### src/hw/rtl/tagged_history_branch_predictor_defines.svh
// Assertion macros shared by the branch predictor RTL.
`ifndef TAGGED_HISTORY_BRANCH_PREDICTOR_DEFINES_SVH
`define TAGGED_HISTORY_BRANCH_PREDICTOR_DEFINES_SVH

// Same-cycle implication, sampled on aclk, held off while in reset.
`define THBP_ASSERT_NOW(label, pre, post, msg) \
    label: assert property (@(posedge aclk) disable iff (!aresetn) (pre) |-> (post)) \
        else $error(msg);

// Next-cycle implication, sampled on aclk, held off while in reset.
`define THBP_ASSERT_NEXT(label, pre, post, msg) \
    label: assert property (@(posedge aclk) disable iff (!aresetn) (pre) |=> (post)) \
        else $error(msg);

`endif

### src/hw/rtl/thbp_ram.sv
// Generic simple dual-port RAM with registered read.
`default_nettype none
module thbp_ram #(
    parameter int WIDTH = 4,
    parameter int DEPTH = 16
) (
    input  wire logic                     aclk,
    input  wire logic                     we,
    input  wire logic [$clog2(DEPTH)-1:0] waddr,
    input  wire logic [WIDTH-1:0]         wdata,
    input  wire logic                     re,
    input  wire logic [$clog2(DEPTH)-1:0] raddr,
    output logic      [WIDTH-1:0]         rdata
);

    logic [WIDTH-1:0] mem [DEPTH];

    always_ff @(posedge aclk) begin
        if (we) begin
            mem[waddr] <= wdata;
        end
        if (re) begin
            rdata <= mem[raddr];
        end
    end

endmodule
`default_nettype wire

### config.mk
export PLATFORM = sky130hd
export DESIGN_NAME = thbp_ram
export DESIGN_NICKNAME = d
export VERILOG_FILES = /design/src/hw/rtl/tagged_history_branch_predictor_defines.svh /design/src/hw/rtl/thbp_ram.sv
export SDC_FILE = /design/constraint.sdc
export NUM_CORES = 1
export LEC_CHECK = 0
export BUFFER_PORTS_ARGS = -buffer_cell sky130_fd_sc_hd__buf_2
export CORE_MARGIN = 1
export CORE_UTILIZATION = 56
export CTS_BUF_LIST = sky130_fd_sc_hd__clkbuf_4 sky130_fd_sc_hd__clkbuf_8
export DETAILED_ROUTE_END_ITERATION = 7
export GPL_TIMING_DRIVEN = 0
export HOLD_SLACK_MARGIN = 0.08
export PLACE_DENSITY = 0.78
export SYNTH_ARGS = -nofsm -noshare
export SYNTH_HDL_FRONTEND = slang
export SYNTH_SLANG_ARGS = --single-unit
### constraint.sdc
create_clock -name aclk -period 1.71 [get_ports aclk]
set_input_delay 0.4275 -clock aclk [delete_from_list [all_inputs] [get_ports aclk]]
set_output_delay 0.4275 -clock aclk [all_outputs]
set_load 0.1 [all_outputs]
# After elaboration in Yosys (flattened, before gate mapping)
# Memory sizes are Yosys's and may differ from the RTL's. A register that Yosys moved wholly into a read port is not among the register bits.
# Index checks and enable logic that the tools add are counted.
# W data, S select, Z words.
dict set report classes {
  n_mux 2
}
# operator n
set op_table {}
lappend op_table {{$mux W1} 2}
dict set report totals {
  ram_bits 64
  register_bits 0
  in_bits 15
  mem_count 1
  output_inout_bits 4
  word_cells 3
}
# name depth word_bits rd rd_clocked_by_memory_dff write_ports line_no
set mem_list {}
lappend mem_list {mem 16 4 1 1 1 thbp_ram.sv:16} ;# logic [WIDTH-1:0] mem [DEPTH];

# Logic depth before layout (Yosys ltp)
# Gate-level depths: netlist of the first run.
dict set report logic_depth {
  word_depth 2
  ltp_mapped 5
  depth_no_buf 3
}

# Least setup slack after synthesis of the first run
# Ideal clock, no wire load.
dict set report synth_path {
  kind {input -> register}
  start {in raddr[1]}
  end {reg rdata[1], read port of mem, data pin}
  setup_time_ns 0.261
  path_slack_ns 0.077
  t_required_ns 1.449
  cell_stages 5
  n_path_buf 2
  arrival_ns 1.372
  cell_sequence {clkbuf_1 -> buf_2 -> mux4_2 -> a22oi_1 -> nand3_1}
}
# element line_no
set synth_rtl {}
lappend synth_rtl {{from (decl)} thbp_ram.sv:12} ;# input wire logic [$clog2(DEPTH)-1:0] raddr,
lappend synth_rtl {{to (decl)} thbp_ram.sv:13} ;# output logic [WIDTH-1:0] rdata

==> flow_summary.json, run 1 <==
{
  "hold_path_class": "in -> reg",
  "finalCriticalPeriod_ns": 1.60,
  "fp-row-count": 24,
  "arrival_ns": 1.68,
  "fin_util_pct": 67.4,
  "final_cell_mix": "edfxtp_1 (68), buf_2 (17), mux4_1 (14)",
  "die_h_um": 71.5,
  "track_usage_pct": 19.8,
  "drtIter0Drc": 54,
  "placed_cell_area_sq_um": 2850,
  "overflow": 0,
  "synth_area_sq_um": 2710,
  "htreeDepth": 3,
  "maxSlewHeadroom_pct": 61.0,
  "fillCellCount": 293,
  "holdWs_ns": 0.354,
  "p_total_mw": 3.35,
  "vias_per_cell": 6.12,
  "crit_path_max_fanout": 10,
  "cts_buffer_depth": 2,
  "clk_latency_ns": 0.33,
  "ios": 19,
  "yosys_warnings": 0,
  "crit_required_ns": 1.79,
  "cp_cell_sequence": "clkbuf_1 > buf_2 > mux4_2 > a22oi_1 > nand3_1",
  "grt_pass1_vias": 1382,
  "final_cell_count_no_fill": 213,
  "status": "completed",
  "p_leak_nw": 1.03,
  "fmax_ghz": 0.625,
  "maxSlewViolCount": 0,
  "setup_viol": 0,
  "syn_area_per_cell_sq_um": 20.8,
  "synthCells": 130,
  "ys_types": 16,
  "cts_resized": 0,
  "holdBufCountCts": 0,
  "reg2reg_depth": 3,
  "cts_root_buffer": "clkbuf_8",
  "wl_um": 4340,
  "critical_path_class": "in -> reg",
  "dieArea_sq_um": 5120,
  "crit_slowest_cell": "mux4_2",
  "endpoint_kind": "flop",
  "coreArea_sq_um": 4500,
  "drv_cap": 0,
  "antenna_found_initial": 0,
  "hpwl_um": 2960,
  "drcViolationCount": 0,
  "fin_crit_sh_pct": 93.5,
  "post-place-ws_ns": -0.249,
  "tns_ns": 0,
  "firstDrtPassIters": 4,
  "vias": 1304,
  "rsz0062_at_grt": "false",
  "cts_buffers": 9,
  "synth_fp_nets": 145,
  "vdd_ir_drop_max_mv": 0.913,
  "start_util_pct": 60.1,
  "synth_seq_area_share_pct": 75.5,
  "gp_congestion": 0.715,
  "holdPathStages": 1,
  "cts_tree": "yes",
  "layout_setup_ws_ns": 0.111,
  "grt_max_degree": 17,
  "design_area_sq_um": 3040,
  "wl_per_cell_um": 20.4,
  "num-nets-final": 172,
  "hold_viol": 0,
  "slowest_delay_ns": 0.37,
  "worst-slew-pin-transition_ns": 0.580,
  "antenna_cells": 0,
  "power_density_nw_per_um2": 1100,
  "drive_gt1_share_pct": 22.4,
  "die-width_um": 71.5,
  "cts.clk_slew.worst_paths_ns": 0.07,
  "skew_ns": 0.00970,
  "final_common_cell": "edfxtp_1",
  "cts_setup_buffers": 0,
  "syn_to_final_growth_pct": 12.2,
  "postRouteAntennaNets": 0,
  "cp-start-kind": "input pin",
  "dp.cells": 198,
  "grt_pass1_wl_um": 6840,
  "cts.sinks": 68,
  "io_buffer_count": 16,
  "synth-seq-cells": 68
}
## logic make-up (layout without fill, tap and decap cells)
group / Yosys count / in the layout / share of synthesized area, %
mux: 16 / 16 / 15.3
simple gates: 38 / 38 / 6.70
flops: 68 / 68 / 75.5
compound gates: 4 / 4 / 1.11
buf+inv: 4 / 35 / 1.48
## registers in the layout (all words and copies together), names as in the netlist
name,flops
rdata,4
mem,64
## report_power, final
| part | internal (mW) | switching [mW] | total, mW |
|---|---|---|---|
| clock | 0.708 | 0.520 | 1.23 |
| combinational | 0.0768 | 0.158 | 0.235 |
| sequential | 1.88 | 0.00798 | 1.89 |
| total | 2.66 | 0.686 | 3.35 |
## final cells by class
type | count | area, sq um | share of cell area [%]
clock inverters | 3 | 38.8 | 1.28
repair buffers | 16 | 80.1 | 2.64
flip-flops and latches | 68 | 2040 | 67.2
clock buffers | 12 | 146 | 4.82
well taps | 52 | 65.1 | 2.14
plain buffers | 4 | 40.0 | 1.32
multi-input cells | 58 | 624 | 20.6
## Yosys cell counts, drive strengths merged
master	number	area [sq um]
nor3	4	20.0
nor2b	2	12.5
clkbuf	1	3.75
buf	3	36.3
edfxtp	68	2040
or3b	1	8.76
nand3b	2	15.0
nand3	9	45.0
nand2b	2	12.5
nand2	5	18.8
a22oi	4	30.0
mux4	16	413
nor2	13	48.8
## critical path: cells and delay by family
kind            cells  cell delay (ns)
simple gates        1             0.10
buf+inv             2             0.59
mux                 1             0.37
compound gates      1             0.19
## worst paths after layout
check	start	to	slack [ns]
worst max-delay path	raddr[1]	rdata[2]$_DFFE_PP_	0.11
worst min-delay path	re	rdata[2]$_DFFE_PP_	0.35
worst max register to register	mem[4][0]$_DFFE_PP_	rdata[0]$_DFFE_PP_	0.22
worst min register to register	mem[15][1]$_DFFE_PP_	rdata[1]$_DFFE_PP_	0.78
## layer usage
layer / part of all wire (%) / GRT usage, % / vias to the layer above
met4: 1.1 / 8.71 / 0
met5: 0 / 0 / -
met2: 51 / 32.4 / 42
met3: 4.5 / 7.45 / 4
met1: 43 / 24.0 / 659
li1: - / - / 599
Note: power is estimated with default switching activity, not from simulation.
==> run 2: changes to the inputs <==
Settings changed: CELL_PAD_IN_SITES_DETAIL_PLACEMENT set to 0, CELL_PAD_IN_SITES_GLOBAL_PLACEMENT set to 1, CORE_UTILIZATION 56 to 49, PLACE_DENSITY 0.78 to unset, PLACE_DENSITY_LB_ADDON set to 0.1.
==> run 2 against run 1 <==
- clock skew down 0.0030 ns
- critical path depth unchanged
- routed wire length up 4.6%
- non-clock buffer count unchanged
- power up 3.5%
- utilization down 8.1 points
- hold slack better by 0.0081 ns
- sequential share of layout area down 1.1 points
- setup slack better by 0.078 ns
- register-to-register slack about the same
- clock-buffer cell count down 3
- sequential power about the same
==> flow_summary.json, run 2 (synthesized netlist as in run 1, its figures left out) <==
{
  "syn_to_final_growth_pct": 14.0,
  "rsz0062_at_grt": "false",
  "crit_slowest_cell": "mux4_2",
  "final_common_cell": "edfxtp_1",
  "grt_max_degree": 17,
  "io_buffer_count": 16,
  "cts_root_buffer": "clkbuf_8",
  "wl_um": 4540,
  "crit_required_ns": 1.78,
  "vias": 1285,
  "fin_crit_sh_pct": 88.9,
  "endpoint_kind": "flop",
  "grt_pass1_vias": 1421,
  "finalCriticalPeriod_ns": 1.52,
  "ios": 19,
  "largest_reg_flops": 64,
  "start_util_pct": 52.0,
  "cts_buffer_depth": 2,
  "regMostFlops": "mem",
  "crit_path_max_fanout": 10,
  "fmax_ghz": 0.658,
  "drive_gt1_share_pct": 22.8,
  "tns_ns": 0,
  "critical_path_class": "in -> reg",
  "postRouteAntennaNets": 0,
  "vdd_ir_drop_max_mv": 0.936,
  "cp_cell_sequence": "clkbuf_2 > buf_2 > mux4_2 > a22oi_1 > nand3_1",
  "maxSlewHeadroom_pct": 56.0,
  "coreArea_sq_um": 5200,
  "cts.clk_slew.worst_paths_ns": 0.07,
  "worst-slew-pin-transition_ns": 0.654,
  "drcViolationCount": 0,
  "cp-start-kind": "input pin",
  "antenna_cells": 0,
  "cts.sinks": 68,
  "dieArea_sq_um": 5820,
  "slowest_delay_ns": 0.37,
  "hold_path_class": "in -> reg",
  "drv_cap": 0,
  "power_density_nw_per_um2": 1120,
  "setup_viol": 0,
  "num-nets-final": 172,
  "skew_ns": 0.00670,
  "p_leak_nw": 1.04,
  "fp-row-count": 26,
  "hold_viol": 0,
  "cts_tree": "yes",
  "track_usage_pct": 18.4,
  "cts_setup_buffers": 0,
  "clk_latency_ns": 0.32,
  "firstDrtPassIters": 6,
  "cts_buffers": 9,
  "p_total_mw": 3.47,
  "drtIter0Drc": 72,
  "vias_per_cell": 5.54,
  "gp_congestion": 0.699,
  "maxSlewViolCount": 0,
  "htreeDepth": 3,
  "die_h_um": 76.3,
  "hpwl_um": 3140,
  "antenna_found_initial": 0,
  "overflow": 0,
  "die-width_um": 76.3,
  "arrival_ns": 1.59,
  "status": "completed",
  "final_cell_mix": "edfxtp_1 (68), buf_2 (17), mux4_1 (14)",
  "grt_pass1_wl_um": 7530,
  "reg_top3": "mem x64, rdata x4",
  "wl_per_cell_um": 19.6
}
==> run 2: cell count changes in the layout (fill, tap and decap cells not counted) <==
cell | previous run | this run
nor3_1 | 4 | 3
clkbuf_1 | 1 | 0
nor3_2 | 0 | 1
bufinv_16 | 1 | 2
clkinv_1 | 1 | 3
clkbuf_2 | 0 | 1
clkinv_2 | 1 | 2
clkbuf_4 | 3 | 0
==> run 2: what timing repair did <==
item / in CTS / in global routing
gates resized for setup: 0 / 3
hold buffers: 0 / 0
setup endpoints to repair: 0 / 4
==> run 2: per-stage QoR <==
step / setup WS (ns) / cell area, sq um / instances / utilization (%) / hold WS (ns)
after detailed placement: -0.338 / 2870 / 216 / 55.2 / 0.699
after CTS: 0.0119 / 3080 / 232 / 59.2 / 0.356
after global placement: -0.273 / 2870 / 216 / 55.2 / 0.688
after floorplan: 0.0769 / 2710 / 130 / - / 0.526
after global routing: 0.105 / 3090 / 232 / 59.3 / 0.362
final: 0.189 / 3090 / 232 / 59.3 / 0.362
==> run 2: worst paths after layout <==
| path | startpoint | end | slack (ns) | depth (start not counted) |
|---|---|---|---|---|
| worst min register to register | mem[15][0]$_DFFE_PP_ | rdata[0]$_DFFE_PP_ | 0.77 | 3 |
| worst max-delay path | raddr[1] | rdata[1]$_DFFE_PP_ | 0.19 | 5 |
| worst max register to register | mem[5][3]$_DFFE_PP_ | rdata[3]$_DFFE_PP_ | 0.23 | 3 |
| worst min-delay path | re | rdata[0]$_DFFE_PP_ | 0.36 | 1 |
==> run 2: final cells by class <==
type                       instances  area (sq um)
tap                               70          87.6
clock buffer                       9           124
sequential                        68          2040
buffer                             4          41.3
clock inverter                     7          81.3
fill                             402          2120
multi-input combinational         58           629
timing repair buffer              16          80.1
==> run 2: power by group <==
part | total [mW] | switching (mW) | leakage (nW) | internal, mW
Combinational | 0.238 | 0.160 | 0.318 | 0.0772
Clock | 1.34 | 0.542 | 0.105 | 0.801
Sequential | 1.88 | 0.00806 | 0.618 | 1.88
==> run 2: worst max-delay path, delay by kind of cell <==
family                 cells  cell delay (ns)
buffers and inverters      2             0.48
AND/OR/NAND/NOR            1             0.11
multiplexers               1             0.37
AO/OA/AOI/OAI              1             0.21
==> run 2: metal layers <==
| layer | track usage [%] | wire length (um) |
|---|---|---|
| met5 | 0 | 0 |
| met4 | 8.65 | 65 |
| met3 | 3.83 | 171 |
| met2 | 30.0 | 2330 |
| met1 | 23.9 | 1970 |
==> run 3: changes to the inputs <==
Settings changed: CORE_UTILIZATION 49 to 58.
Clock period 1.71 ns to 1.92 ns, I/O delays scaled along.
==> run 3 against run 2 <==
- utilization increased by 8.9 points
- first-iteration DRC count decreased by 1.4%
- cell count shrank 8.2%
- sequential power shrank 11%
- hold slack improved by 0.047 ns
- power fell by 18%
- routed wire length shrank 4.6%
- register-to-register slack improved by 0.22 ns
- non-clock buffer count unchanged
- sequential share of layout area is 1.7 points higher
- combinational power decreased by 12%
- die area down 15%
- critical endpoint is now mem[0][3]$_DFFE_PP_
- largest cell class unchanged
- largest power group unchanged
==> flow_summary.json, run 3 (synthesized netlist as in run 1, its figures left out) <==
{
  "io_buffer_count": 16,
  "rsz0062_at_grt": "false",
  "drtIter0Drc": 71,
  "cts_root_buffer": "clkbuf_8",
  "status": "completed",
  "wl_um": 4330,
  "die-width_um": 70.3,
  "die_h_um": 70.3,
  "fmax_ghz": 0.587,
  "endpoint": "mem[0][3]$_DFFE_PP_",
  "grt_max_degree": 17,
  "syn_to_final_growth_pct": 11.1,
  "ff2ff_setup_slack_ns": 0.45,
  "antenna_cells": 0,
  "cts_setup_buffers": 0,
  "worst-slew-pin-transition_ns": 0.679,
  "antenna_found_initial": 0,
  "reg2reg_depth": 3,
  "crit_required_ns": 1.88,
  "r2r_start": "mem[6][3]$_DFFE_PP_",
  "crit_start": "waddr[2]",
  "clk_latency_ns": 0.33,
  "num-nets-final": 172,
  "cts_tree": "yes",
  "cp-start-kind": "input pin",
  "hpwl_um": 2950,
  "largest_reg_flops": 64,
  "power_density_nw_per_um2": 942,
  "maxSlewViolCount": 0,
  "vdd_ir_drop_max_mv": 0.807,
  "setup_viol": 0,
  "wl_per_cell_um": 20.3,
  "slowest_delay_ns": 0.55,
  "coreArea_sq_um": 4410,
  "endpoint_kind": "flop",
  "arrival_ns": 1.66,
  "fin_crit_sh_pct": 88.8,
  "overflow": 0,
  "cts_buffer_depth": 2,
  "grt_pass1_wl_um": 7020,
  "dieArea_sq_um": 4940,
  "grt_pass1_vias": 1318,
  "cts.sinks": 68,
  "p_total_mw": 2.83,
  "critical_path_class": "in -> reg",
  "p_leak_nw": 1.02,
  "regMostFlops": "mem",
  "reg_top3": "mem x64, rdata x4",
  "drv_cap": 0,
  "crit_path_max_fanout": 4,
  "finalCriticalPeriod_ns": 1.70,
  "fillCellCount": 287,
  "post-place-ws_ns": -0.130,
  "hold_viol": 0,
  "r2r_end": "rdata[3]$_DFFE_PP_",
  "crit_slowest_cell": "nor3_1",
  "placed_cell_area_sq_um": 2850,
  "hold_path_class": "in -> reg",
  "skew_ns": 0.00531,
  "postRouteAntennaNets": 0,
  "cp_cell_sequence": "buf_2 > or3b_2 > nor3_1",
  "firstDrtPassIters": 5,
  "track_usage_pct": 20.4,
  "cp_num_cells": 3,
  "vias_per_cell": 5.97,
  "cts.clk_slew.worst_paths_ns": 0.07,
  "gp_congestion": 0.734,
  "design_area_sq_um": 3010,
  "holdBufCountCts": 0,
  "start_util_pct": 61.3,
  "fp-row-count": 24,
  "fin_util_pct": 68.1,
  "critical_path.top_delay_family": "simple AND/OR/NAND/NOR gates",
  "final_cell_mix": "edfxtp_1 (68), buf_2 (17), mux4_1 (14)",
  "vias": 1272,
  "drive_gt1_share_pct": 21.7,
  "ios": 19,
  "cts_resized": 0,
  "cts_buffers": 9,
  "critical_path_buf_inv_count": 1,
  "htreeDepth": 3,
  "layout_setup_ws_ns": 0.215,
  "drcViolationCount": 0,
  "final_common_cell": "edfxtp_1",
  "maxSlewHeadroom_pct": 54.4
}
[run 3: cell count changes in the layout (fill, tap and decap cells not counted)]
cell / change
bufinv_16: -2
clkbuf_1: +1
clkbuf_2: -1
clkbuf_4: +2
clkinv_1: -1
nor3_1: +1
nor3_2: -1
[run 3: cell type report]
class | instances | area, sq um | area share [%]
Sequential cell | 68 | 2040 | 67.9
Multi-Input combinational cell | 58 | 624 | 20.8
Clock buffer | 11 | 139 | 4.62
Timing Repair Buffer | 16 | 80.1 | 2.66
Tap cell | 52 | 65.1 | 2.16
Buffer | 4 | 40.0 | 1.33
Clock inverter | 4 | 17.5 | 0.582
[run 3: per-stage QoR]
| stage | setup TNS [ns] | hold slack, ns | instances |
|---|---|---|---|
| after floorplan | 0 | 0.579 | 130 |
| after global placement | -0.597 | 0.719 | 198 |
| after detailed placement | -0.763 | 0.745 | 198 |
| after CTS | 0 | 0.402 | 213 |
| after global routing | 0 | 0.408 | 213 |
| final | 0 | 0.409 | 213 |
[run 3: worst min path at each step]
| stage | startpoint | end | slack, ns | cells past startpoint |
|---|---|---|---|---|
| floorplan | wdata[0] | mem[0][0]$_DFFE_PP_ | 0.58 | 0 |
| global placement | mem[11][0]$_DFFE_PP_ | rdata[0]$_DFFE_PP_ | 0.72 | 3 |
| detailed placement | mem[9][2]$_DFFE_PP_ | rdata[2]$_DFFE_PP_ | 0.75 | 3 |
| CTS | re | rdata[3]$_DFFE_PP_ | 0.40 | 1 |
| global route | re | rdata[3]$_DFFE_PP_ | 0.41 | 1 |
| finish | re | rdata[3]$_DFFE_PP_ | 0.41 | 1 |
[run 3: power breakdown]
group | switching (mW) | internal (mW) | leakage (nW)
sequential | 0.00723 | 1.67 | 0.618
clock | 0.469 | 0.477 | 0.0849
combinational | 0.140 | 0.0684 | 0.314
total | 0.616 | 2.22 | 1.02
[run 3: metal layers]
layer	vias up	track usage, %	part of all wire [%]
li1	600	-	-
met1	627	29.0	48
met2	37	29.5	47
met3	8	4.76	3.6
met4	0	11.3	1.9
met5	-	0	0
